--- src/hw/rtl/pqml_pkg.sv ---
// ----------------------------------------------------------------------------
// pqml_pkg
// Shared types and constants of the pulse-quantized MIDI looper.
// ----------------------------------------------------------------------------
package pqml_pkg;

    localparam int LOOP_PULSES      = 512;
    localparam int PULSE_W          = 9;
    localparam int LEN_W            = 10;
    localparam int EVENTS_PER_PULSE = 16;
    localparam int EV_W             = 4;
    localparam int FILL_W           = 5;
    localparam int PULSES_PER_BEAT  = 8;
    localparam int BEAT_SHIFT       = 3;
    localparam int STORE_DEPTH      = LOOP_PULSES * EVENTS_PER_PULSE;
    localparam int STORE_AW         = PULSE_W + EV_W;
    localparam int EVENT_W          = 24;
    localparam int QUEUE_DEPTH      = 4;
    localparam int QPTR_W           = 2;

    localparam logic [3:0] NIB_SYSTEM      = 4'hF;
    localparam logic [3:0] NIB_CONTROL     = 4'hB;
    localparam logic [7:0] CC_ALL_NOTES_OFF = 8'd123;

    localparam logic [1:0] REG_QUANT_SHIFT = 2'd0;
    localparam logic [1:0] REG_AUTO_STOP   = 2'd1;
    localparam logic [1:0] REG_OUT_CHANNEL = 2'd2;

    typedef struct packed {
        logic       is_midi;
        logic       is_sys;
        logic       clr_rise;
        logic       rec_rise;
        logic       rec_fall;
        logic       ply_rise;
        logic       ply_fall;
        logic       clk;
        logic [7:0] status;
        logic [7:0] data1;
        logic [7:0] data2;
    } cmd_t;

endpackage

--- src/hw/rtl/pqml_front.sv ---
// ----------------------------------------------------------------------------
// pqml_front
// Accepts input beats, finds knob edges and turns items into commands.
// ----------------------------------------------------------------------------
module pqml_front
    import pqml_pkg::*;
(
    input  logic       aclk,
    input  logic       aresetn,
    input  logic       s_valid,
    output logic       s_ready,
    input  logic       s_req_type,
    input  logic       s_record_level,
    input  logic       s_play_level,
    input  logic       s_clear_level,
    input  logic       s_clock_rise,
    input  logic [7:0] s_status_in,
    input  logic [7:0] s_data1_in,
    input  logic [7:0] s_data2_in,
    input  logic       init_done,
    input  logic       q_full,
    output logic       q_push,
    output cmd_t       q_din
);
    logic [2:0] knobs_reg, knobs_next;
    logic       accept;

    assign s_ready = init_done && !q_full;
    assign accept  = s_valid && s_ready;

    always_comb begin
        q_din.is_midi  = s_req_type;
        q_din.is_sys   = (s_status_in[7:4] == NIB_SYSTEM);
        q_din.clr_rise = s_clear_level && !knobs_reg[2];
        q_din.rec_rise = s_record_level && !knobs_reg[0];
        q_din.rec_fall = !s_record_level && knobs_reg[0];
        q_din.ply_rise = s_play_level && !knobs_reg[1];
        q_din.ply_fall = !s_play_level && knobs_reg[1];
        q_din.clk      = s_clock_rise;
        q_din.status   = s_status_in;
        q_din.data1    = s_data1_in;
        q_din.data2    = s_data2_in;
        // Messages off channel 1 have no effect at all and are dropped here.
        q_push = accept && (!s_req_type || (s_status_in[3:0] == 4'd0));
        knobs_next = knobs_reg;
        if (accept && !s_req_type) begin
            knobs_next = {s_clear_level, s_play_level, s_record_level};
        end
    end

    always_ff @(posedge aclk) begin
        if (!aresetn) begin
            knobs_reg <= 3'd0;
        end else begin
            knobs_reg <= knobs_next;
        end
    end
endmodule

--- config.mk ---
export PLATFORM = sky130hd
export DESIGN_NAME = pqml_front
export DESIGN_NICKNAME = d
export VERILOG_FILES = /design/src/hw/rtl/pqml_pkg.sv /design/src/hw/rtl/pqml_front.sv
export SDC_FILE = /design/constraint.sdc
export NUM_CORES = 1
export LEC_CHECK = 0
export ABC_AREA = 1
export BUFFER_PORTS_ARGS = -buffer_cell sky130_fd_sc_hd__buf_2
export CELL_PAD_IN_SITES_DETAIL_PLACEMENT = 1
export CELL_PAD_IN_SITES_GLOBAL_PLACEMENT = 2
export CORE_UTILIZATION = 11
export CTS_CLUSTER_SIZE = 10
export DETAILED_ROUTE_END_ITERATION = 10
export GPL_TIMING_DRIVEN = 0
export PLACE_DENSITY = 0.92
export SYNTH_ARGS = -nofsm -noshare
export SYNTH_HDL_FRONTEND = slang
export SYNTH_SLANG_ARGS = --single-unit
--- constraint.sdc ---
create_clock -name aclk -period 0.84 [get_ports aclk]
set_input_delay 0.168 -clock aclk [delete_from_list [all_inputs] [get_ports aclk]]
set_output_delay 0.168 -clock aclk [all_outputs]
set_load 0.02 [all_outputs]
==> flow_summary.json <==
{
  "diodes": 0,
  "grt.busiest_layer": "met2",
  "wl_um": 1360,
  "drv_cap": 0,
  "setup_slack_ns": -0.137,
  "switching_share_pct": 31.5,
  "p_leak_nw": 0.477,
  "cp-end-kind": "output pin",
  "final_common_cell": "buf_2",
  "synth.distinct_cells": 10,
  "finalSetupTns_ns": -0.528,
  "overflow": 0,
  "synthAdderAreaFrac_pct": 0,
  "rr_startpoint": "knobs_reg[1]",
  "holdCritStartpoint": "aresetn",
  "violations": "negative setup slack",
  "tightestPinTransition_ns": 0.148,
  "cp.required_ns": 0.67,
  "dpl.cell_count": 160,
  "synth_top_family_by_area": "buffers and inverters",
  "fillers": 456,
  "path_class": "flip-flop to output pin",
  "fmax_ghz": 1.02,
  "met2_usage_pct": 13.0,
  "cpMaxStageDelayCell": "dfxtp_2",
  "synth_compound_area_share_pct": 1.22,
  "finClkSkew_ns": 0,
  "cts_buffers": 3,
  "multiInputGateArea_um2": 148,
  "synthSimpleGateAreaFrac_pct": 29.5,
  "row_count": 21,
  "path_clk_slew_ns": 0.03,
  "synth_seq_cells": 3,
  "met3_usage_pct": 2.36,
  "final_cell_mix": "buf_2, buf_4, nor2_1",
  "layout.nets": 154,
  "wl_per_cell_um": 8.26,
  "utilization_pct": 24.2,
  "hpwl_um": 1150,
  "grt_pass1_wl_um": 2100,
  "dieHeight_um": 63.2,
  "grt_pass1_vias": 517,
  "yosysSeqAreaShare_pct": 14.6,
  "muxShareOfSynthArea_pct": 0,
  "internal_power_w": 0.000671,
  "pwr-share-comb_pct": 41.1,
  "synth_area_leaders": "buf_4, dfxtp_1, nor2_1",
  "htreeDepth": 1,
  "synth.top_cell.area_share_pct": 47.4,
  "switchingPower_w": 0.000309,
  "start_util_pct": 11.9,
  "clockBufferDepth": 2,
  "synth_area_per_cell_um2": 6.43,
  "largest_reg_flops": 3,
  "pwr-share-clk_pct": 43.3,
  "rrSetupSlack_ns": 0.26,
  "synth_top_area_cell": "buf_4",
  "peakVddDrop_mv": 0.331,
  "crit_family": "flip-flops",
  "max_stage_delay_ns": 0.33,
  "seq_area_um2": 63.8,
  "slew_headroom_pct": 90.1,
  "fin_crit_sh_pct": 116,
  "drv_slew": 0,
  "fin_cells": 165,
  "ant_nets": 0,
  "clk-insertion-delay-late_ns": 0.22,
  "dieArea_mm2": 0.00399,
  "crit_buf_inv": 2,
  "grt_usage_pct": 6.88,
  "cts_sinks": 3,
  "die_x_um": 63.2,
  "seq_power_share_pct": 15.6,
  "portBuffers": 50,
  "cp_cell_sequence": "inv_2 > nor2_1 > buf_4",
  "synthesis.area_um2": 412,
  "drt_iter0_drc": 6,
  "synthCells": 64,
  "grt_max_degree": 5,
  "cts_tree": "yes",
  "met1_usage_pct": 6.16,
  "worstSetupStartpointType": "flip-flop",
  "finalSetupViolCount": 6,
  "min_path_type": "input pin to flip-flop",
  "run_status": "finished with violations",
  "io_pins": 68,
  "drive_above_1_share_pct": 77.3,
  "routed-via-count": 533,
  "postCtsHoldBufs": 0,
  "first_pass_iters": 2,
  "cp.arrival_ns": 0.81,
  "cp_max_fo": 3,
  "yosys_warnings": 0,
  "grt_antenna_before_repair": 0,
  "core-area_mm2": 0.00347,
  "root_buffer": "clkbuf_8",
  "rsz0062_at_grt": "yes",
  "crit_start": "knobs_reg[0]",
  "area_delta_synth_final_pct": 104,
  "avgViaCountPerCell": 3.23,
  "gp_congestion": 0.665,
  "period_minus_slack_ns": 0.977,
  "final-hold-violation-count": 0,
  "yosys.area_share.xor_xnor_pct": 0,
  "drc": 0,
  "pwr_density_cell_mw_per_mm2": 1170,
  "synth_nets": 98
}
## final timing paths
kind | cells after the start | to
max reg2reg | 2 | knobs_reg[1]
min reg2reg | 2 | knobs_reg[2]
min | 3 | knobs_reg[2]
max | 3 | q_din[27]
## repair_timing
item,CTS,global route
buffers inserted,0,1
cloned,0,0
hold endpoints to repair,0,0
resized for setup,17,5
pin swaps,7,3
setup endpoints to repair,6,6
## area by class of cell
cell class / count / area share [%]
sequential: 3 / 7.59
buffer: 26 / 23.2
tap: 46 / 6.85
clock buffer: 4 / 5.36
timing repair buffer: 51 / 35.9
multi-input combinational: 27 / 17.6
inverter: 8 / 3.57
## cell families after synthesis
group / after synthesis
simple gates: 26
compound gates: 1
buf+inv: 34
flops: 3
## power groups by stage
stage                     Combinational [W]  Clock, W  Sequential (W)
after floorplan                    0.000241         0        0.000153
after global placement             0.000368         0        0.000153
after detailed placement           0.000371         0        0.000154
after CTS                          0.000400  0.000437        0.000152
after global routing               0.000432  0.000451        0.000154
final                              0.000403  0.000424        0.000153
## per-layer routing
layer,vias to the layer above,share of wire [%]
met3,2,7.2
met4,0,2.0
li1,275,-
met2,31,55
met1,225,35
met5,-,0
## cells in the mapped netlist, drive strengths merged
library cell  instances
nand2                 6
nor2                 16
buf                  26
nand4                 3
a21oi                 1
inv                   8
dfxtp                 3
nand3                 1
## metrics by stage
| step | cell area (um^2) | hold WS, ns | total power (W) | worst slack (ns) |
|---|---|---|---|---|
| after floorplan | 412 | 0.289 | 0.000394 | 0.0252 |
| after global placement | 719 | 0.432 | 0.000521 | -0.0377 |
| after detailed placement | 719 | 0.435 | 0.000525 | -0.0738 |
| after CTS | 823 | 0.203 | 0.000990 | -0.144 |
| after global routing | 841 | 0.199 | 0.00104 | -0.170 |
| final | 841 | 0.200 | 0.000981 | -0.137 |
## worst register-to-register path: stages, from the launching register on
cell and delay, ns:
dfxtp_2 0.32, nor2_1 0.10, nor2_1 0.05
(Power assumes the default switching activity.)
