**config.mk**
```make
export PLATFORM = sky130hd
export DESIGN_NAME = pqml_queue
export DESIGN_NICKNAME = d
export VERILOG_FILES = /design/src/hw/rtl/pqml_pkg.sv /design/src/hw/rtl/pqml_queue.sv
export SDC_FILE = /design/constraint.sdc
export NUM_CORES = 1
export LEC_CHECK = 0
export ABC_CLOCK_PERIOD_IN_PS = 2500
export BUFFER_PORTS_ARGS = -buffer_cell sky130_fd_sc_hd__buf_4
export CAP_MARGIN = 0
export CELL_PAD_IN_SITES_DETAIL_PLACEMENT = 1
export CELL_PAD_IN_SITES_GLOBAL_PLACEMENT = 1
export CORE_MARGIN = 2
export CORE_UTILIZATION = 25
export CTS_CLUSTER_DIAMETER = 80
export DETAILED_ROUTE_END_ITERATION = 10
export MAX_ROUTING_LAYER = met4
export PLACE_DENSITY_LB_ADDON = 0.1
export REMOVE_ABC_BUFFERS = 1
export SYNTH_ARGS = -nofsm -noshare
export SYNTH_HDL_FRONTEND = slang
export SYNTH_SLANG_ARGS = --single-unit
```
**constraint.sdc**
```tcl
create_clock -name aclk -period 2.5 [get_ports aclk]
set_input_delay 0.25 -clock aclk [delete_from_list [all_inputs] [get_ports aclk]]
set_output_delay 0.25 -clock aclk [all_outputs]
set_load 0.1 [all_outputs]
```
**src/hw/rtl/pqml_pkg.sv**
```systemverilog
// ----------------------------------------------------------------------------
// pqml_pkg
// Shared types and constants of the pulse-quantized MIDI looper.
// ----------------------------------------------------------------------------
package pqml_pkg;

    localparam int LOOP_PULSES      = 512;
    localparam int PULSE_W          = 9;
    localparam int LEN_W            = 10;
    localparam int EVENTS_PER_PULSE = 16;
    localparam int EV_W             = 4;
    localparam int FILL_W           = 5;
    localparam int PULSES_PER_BEAT  = 8;
    localparam int BEAT_SHIFT       = 3;
    localparam int STORE_DEPTH      = LOOP_PULSES * EVENTS_PER_PULSE;
    localparam int STORE_AW         = PULSE_W + EV_W;
    localparam int EVENT_W          = 24;
    localparam int QUEUE_DEPTH      = 4;
    localparam int QPTR_W           = 2;

    localparam logic [3:0] NIB_SYSTEM      = 4'hF;
    localparam logic [3:0] NIB_CONTROL     = 4'hB;
    localparam logic [7:0] CC_ALL_NOTES_OFF = 8'd123;

    localparam logic [1:0] REG_QUANT_SHIFT = 2'd0;
    localparam logic [1:0] REG_AUTO_STOP   = 2'd1;
    localparam logic [1:0] REG_OUT_CHANNEL = 2'd2;

    typedef struct packed {
        logic       is_midi;
        logic       is_sys;
        logic       clr_rise;
        logic       rec_rise;
        logic       rec_fall;
        logic       ply_rise;
        logic       ply_fall;
        logic       clk;
        logic [7:0] status;
        logic [7:0] data1;
        logic [7:0] data2;
    } cmd_t;

endpackage

```
**src/hw/rtl/pqml_queue.sv**
```systemverilog
// ----------------------------------------------------------------------------
// pqml_queue
// Short command queue between the front and the back end.
// ----------------------------------------------------------------------------
module pqml_queue
    import pqml_pkg::*;
(
    input  logic aclk,
    input  logic aresetn,
    input  logic push,
    input  cmd_t din,
    output logic full,
    input  logic pop,
    output cmd_t dout,
    output logic valid
);
    cmd_t              slots_reg [QUEUE_DEPTH];
    logic [QPTR_W-1:0] wptr_reg, rptr_reg;
    logic [QPTR_W:0]   count_reg;

    assign full  = (count_reg == (QPTR_W+1)'(QUEUE_DEPTH));
    assign valid = (count_reg != '0);
    assign dout  = slots_reg[rptr_reg];

    always_ff @(posedge aclk) begin
        if (push) begin
            slots_reg[wptr_reg] <= din;
        end
        if (!aresetn) begin
            wptr_reg  <= '0;
            rptr_reg  <= '0;
            count_reg <= '0;
        end else begin
            if (push) begin
                wptr_reg <= wptr_reg + 1'b1;
            end
            if (pop) begin
                rptr_reg <= rptr_reg + 1'b1;
            end
            if (push && !pop) begin
                count_reg <= count_reg + 1'b1;
            end else if (pop && !push) begin
                count_reg <= count_reg - 1'b1;
            end
        end
    end
endmodule

```
==> impl_metrics.ini, run 1 <==
[global_routing]
gr-usage-all-layers_pct = 10.8
grt_pass1_vias = 2686
antenna_found_initial = 0
grt_pass1_wl_um = 16100
grt_max_degree = 33
overflow = 0

[placement]
dpl_cell_area_mm2 = 0.00600
dp_hpwl_um = 6430
port_buffers = 69
dp_worst_setup_slack_ns = 0.569
dp_cells = 551
gp_congestion = 0.659

[hold_path]
hp-start = din[14]
holdPathStages = 1
whs_endpoint = slots_reg[3][14]
holdCritPathClass = input port to flop

[outcome]
outcome = finished clean

[clock_tree]
cts_setup_buffers = 0
clock_path_buffers = 2
htree_levels = 4
cts.sinks = 137
cts_hold_buffers = 0
numCtsBuffers = 17
post_cts_resized = 0
cts_tree = yes
clkTransAtPathRegs_ns = 0.06
clock_latency_ns = 0.41
cts_root_buffer = clkbuf_16

[floorplanning]
die_h_um = 147
num_rows = 52
io_pins = 70
core_area_mm2 = 0.0201
dieArea_mm2 = 0.0216
die_w_um = 147
initial_core_util_pct = 25.4

[logic_synthesis]
syn_avg_cell_area_um2 = 24.3
ys_seq_area_share_pct = 78.8
ys_ff_latch = 137
yosys_warnings = 0
synthCells = 210
ys_types = 20
synthesis.area_mm2 = 0.00510

[timing]
finalSetupTns_ns = 0
maxSlewHeadroom_pct = 63.8
setup_viol = 0
finalCritPeriodShare_pct = 91.8
period_minus_slack_ns = 2.29
rsz0062_at_grt = no
worstMarginPinSlew_ns = 0.543
fin_hold_ws_ns = 0.0302
finalHoldViolCount = 0
slew_violations = 0
fin_skew_ns = 0.00452
fmax_mhz = 436
layout_setup_ws_ns = 0.206

[setup_path]
startpoint_type = flop
slowest_stage = mux4_1
rr_worst_depth = 3
crit_path_cell_trace = buf_12 -> mux4_1 -> buf_4
path_class = flop to output pin
crit_family = multiplexers
r2r_slack_ns = 0.83
r2r-start = wptr_reg[0]
cp_num_buf_inv = 2
slowest_delay_ns = 0.56
end_kind = output pin
crit_required_ns = 2.25
cp_max_fo = 18
arrival_ns = 2.04
r2r-end = slots_reg[1][17]

[routing]
drt-initial-drc-count = 103
num_vias = 2369
drt_first_pass_iters = 4
finalWirelength_um = 10500
drc = 0
avgRoutedWirePerCell_um = 18.0
avgViaCountPerCell = 4.06
antenna_left = 0

[final_layout]
syn2layout_area_growth_pct = 29.2
largest_register_ffs = 128
utilization_pct = 32.8
final_layout_size_suffix_gt1_share_pct = 46.6
diodes = 0
fin_cells = 583
final_nets = 342
final_cell_mix = edfxtp_1, buf_4, mux4_2, clkbuf_16, dfxtp_1
mostFrequentLayoutCell = edfxtp_1
design_area_mm2 = 0.00659

[power]
p_per_area_mw_per_mm2 = 963
finalPower_mw = 6.35
ir_drop_uv = 437
p_leak_nw = 2.24

[run]
drv_cap = 0
-- layout make-up --
| class | instances | area, um^2 |
|---|---|---|
| clock inverter | 15 | 169 |
| sequential | 137 | 4030 |
| tap | 270 | 338 |
| fill | 1991 | 13500 |
| multi-input combinational | 62 | 985 |
| timing repair buffer | 78 | 636 |
| clock buffer | 17 | 425 |
| inverter | 4 | 15.0 |
-- logic make-up (layout without fill, tap and decap cells) --
kind of cell / Yosys count / in the layout / share of synthesized area, %
mux: 34 / 34 / 14.7
xor+xnor: 5 / 5 / 0.858
simple gates: 15 / 15 / 1.81
buf+inv: 11 / 114 / 1.99
compound gates: 2 / 2 / 0.245
flops: 137 / 137 / 78.8
fa+ha+maj: 6 / 6 / 1.62
-- Yosys cell counts --
library cell  instances  area share [%]
buf_6                 1            0.22
nor3b_1               1            0.15
nand2_1               1           0.073
fa_1                  1            0.39
edfxtp_1            128              75
nor2b_1               2            0.25
xor2_1                3            0.51
dfxtp_1               9             3.5
o21ai_0               1           0.098
buf_2                 3            0.29
inv_1                 4            0.29
or3_1                 2            0.25
xnor2_1               2            0.34
ha_1                  5             1.2
mux4_1                2             1.0
mux4_2               30              13
and2_1                9             1.1
mux2i_1               2            0.39
buf_12                3             1.2
a21boi_0              1            0.15
-- how the worst max path moves through the flow --
stage          from        to  slack (ns)  cells after the start
2_1_floorplan  flop  dout[18]       -0.34                      1
3_3_place_gp   flop  dout[18]        0.58                      3
3_5_place_dp   flop  dout[18]        0.57                      3
4_1_cts        flop  dout[18]        0.11                      3
5_1_grt        flop  dout[27]        0.06                      3
6_report       flop  dout[27]        0.21                      3
-- power breakdown --
group          switching, mW  internal, mW
Combinational          0.873         0.320
Clock                  0.989          1.49
Sequential            0.0488          2.63
Total                   1.91          4.44
-- worst register-to-register path, cell delays in order (launching register included) --
cell     delay [ns]
dfxtp_1        0.40
ha_1           0.16
and2_2         0.48
buf_4          0.31
-- layer usage --
metal | wire [um] | vias to the layer above | track usage (%)
li1 | - | 1054 | -
met1 | 4520 | 1237 | 12.7
met2 | 5200 | 64 | 16.5
met3 | 550 | 14 | 3.85
met4 | 191 | 0 | 5.34
met5 | 0 | - | -
Power figures use the tool's default switching activity.
==> run 2, diff against run 1 <==
- ABC_CLOCK_PERIOD_IN_PS: 2500 -> 2100
- SLEW_MARGIN: not set -> 10
- clock period: 2.5 -> 2.1 ns (I/O delays scaled with it)
==> impl_metrics.ini, run 2 (same netlist as run 1, synthesis figures left out) <==
[outcome]
outcome = finished clean

[setup_path]
r2r-start = wptr_reg[0]
r2r_slack_ns = 0.55
crit_required_ns = 1.89
startpoint_type = flop
cp_max_fo = 12
end_kind = output pin
path_class = flop to output pin
arrival_ns = 1.81
crit_path_cell_trace = clkbuf_16 -> mux4_2 -> buf_6
slowest_stage = mux4_2
slowest_delay_ns = 0.56

[floorplanning]
initial_core_util_pct = 25.4
die_w_um = 147
io_pins = 70
num_rows = 52
dieArea_mm2 = 0.0216
core_area_mm2 = 0.0201
die_h_um = 147

[final_layout]
design_area_mm2 = 0.00705
mostFrequentLayoutCell = edfxtp_1
final_nets = 375
multi_input_area_um2 = 985
largest_register_ffs = 128
syn2layout_area_growth_pct = 38.1
diodes = 0
final_layout_size_suffix_gt1_share_pct = 42.2
fillerInstances = 1969
regArea_mm2 = 0.00403
utilization_pct = 35.1
final_cell_mix = edfxtp_1, buf_4, dlygate4sd3_1, mux4_2, clkbuf_16

[routing]
avgRoutedWirePerCell_um = 17.4
finalWirelength_um = 10700
drc = 0
antenna_left = 0
num_vias = 2478
drt_first_pass_iters = 3
avgViaCountPerCell = 4.02
drt-initial-drc-count = 73

[power]
clkPwrFrac_pct = 41.8
p_per_area_mw_per_mm2 = 1140
seqPwrFrac_pct = 39.4
swShare_pct = 28.0
switchingPower_mw = 2.26
p_leak_nw = 2.43
ir_drop_uv = 558
finalPower_mw = 8.06
intPower_mw = 5.80
power.share.combinational_pct = 18.8

[global_routing]
gr-usage-all-layers_pct = 10.9
grt_pass1_vias = 2787
overflow = 0
grt_pass1_wl_um = 16600
antenna_found_initial = 0
grt_max_degree = 33

[timing]
layout_setup_ws_ns = 0.0828
finalSetupTns_ns = 0
slew_violations = 0
setup_viol = 0
finalCritPeriodShare_pct = 96.1
fmax_mhz = 496
rsz0062_at_grt = no
finalHoldViolCount = 0
maxSlewHeadroom_pct = 72.3
worstMarginPinSlew_ns = 0.415
period_minus_slack_ns = 2.02
fin_skew_ns = 0.00880

[clock_tree]
clkTransAtPathRegs_ns = 0.06
clock_path_buffers = 2
clock_latency_ns = 0.42
numCtsBuffers = 17
cts.sinks = 137
cts_root_buffer = clkbuf_16
cts_setup_buffers = 0
htree_levels = 4
cts_tree = yes

[hold_path]
holdCritPathClass = input port to flop
hp-start = aresetn

[run]
drv_cap = 0

[placement]
port_buffers = 69
dp_worst_setup_slack_ns = 0.393
dpl_cell_area_mm2 = 0.00601
dp_hpwl_um = 6170
gp_congestion = 0.661
[run 2: cell types whose count changed in the layout (fill, tap and decap cells not counted), sizes merged]
cell         change
dlygate4sd3     +32
clkinvlp         -1
inv              -2
clkbuf           +1
clkinv           -1
bufinv           +4
[run 2: worst paths after layout]
path	end	depth (start not counted)
max	dout[30]	3
min	wptr_reg[0]	2
max reg2reg	slots_reg[2][14]	4
min reg2reg	count_reg[2]	2
[run 2: stage by stage]
step                      cells  hold WS, ns
after global routing        616       0.0686
after floorplan             203        0.309
after detailed placement    551        0.417
after global placement      551        0.413
final                       616       0.0627
after CTS                   615       0.0517
[run 2: final cells by class]
class | instances | share of cell area (%)
clock inverter | 15 | 3.50
sequential | 137 | 57.1
clock buffer | 17 | 6.03
inverter | 4 | 0.213
multi-input combinational | 62 | 14.0
timing repair buffer | 111 | 14.4
tap | 270 | 4.79
[run 2: worst max-delay path: cells and delay by family, from the launching register on]
kind	cells	cell delay, ns
mux	1	0.56
flops	1	0.40
buf+inv	2	0.42
[run 2: repair_timing]
| item | CTS | global route |
|---|---|---|
| cloned | 0 | 1 |
| gates resized for setup | 4 | 2 |
| setup endpoints to repair | 4 | 25 |
| endpoints found under the hold margin | 128 | 0 |
| hold buffers | 32 | 0 |
[run 2: per-layer routing]
| metal | up-vias | GRT usage [%] | routed length [um] |
|---|---|---|---|
| li1 | 1118 | - | - |
| met1 | 1288 | 13.4 | 4860 |
| met2 | 58 | 16.5 | 5220 |
| met3 | 14 | 3.60 | 474 |
| met4 | 0 | 4.76 | 183 |
| met5 | - | - | 0 |
[run 2: power by group through the flow]
stage                     clock, mW  combinational, mW  sequential (mW)
final                          3.37               1.51             3.18
after CTS                      3.46               1.53             3.18
after global placement            0               1.46             3.23
after detailed placement          0               1.47             3.23
after floorplan                   0               1.05             3.26
after global routing           3.59               1.58             3.19
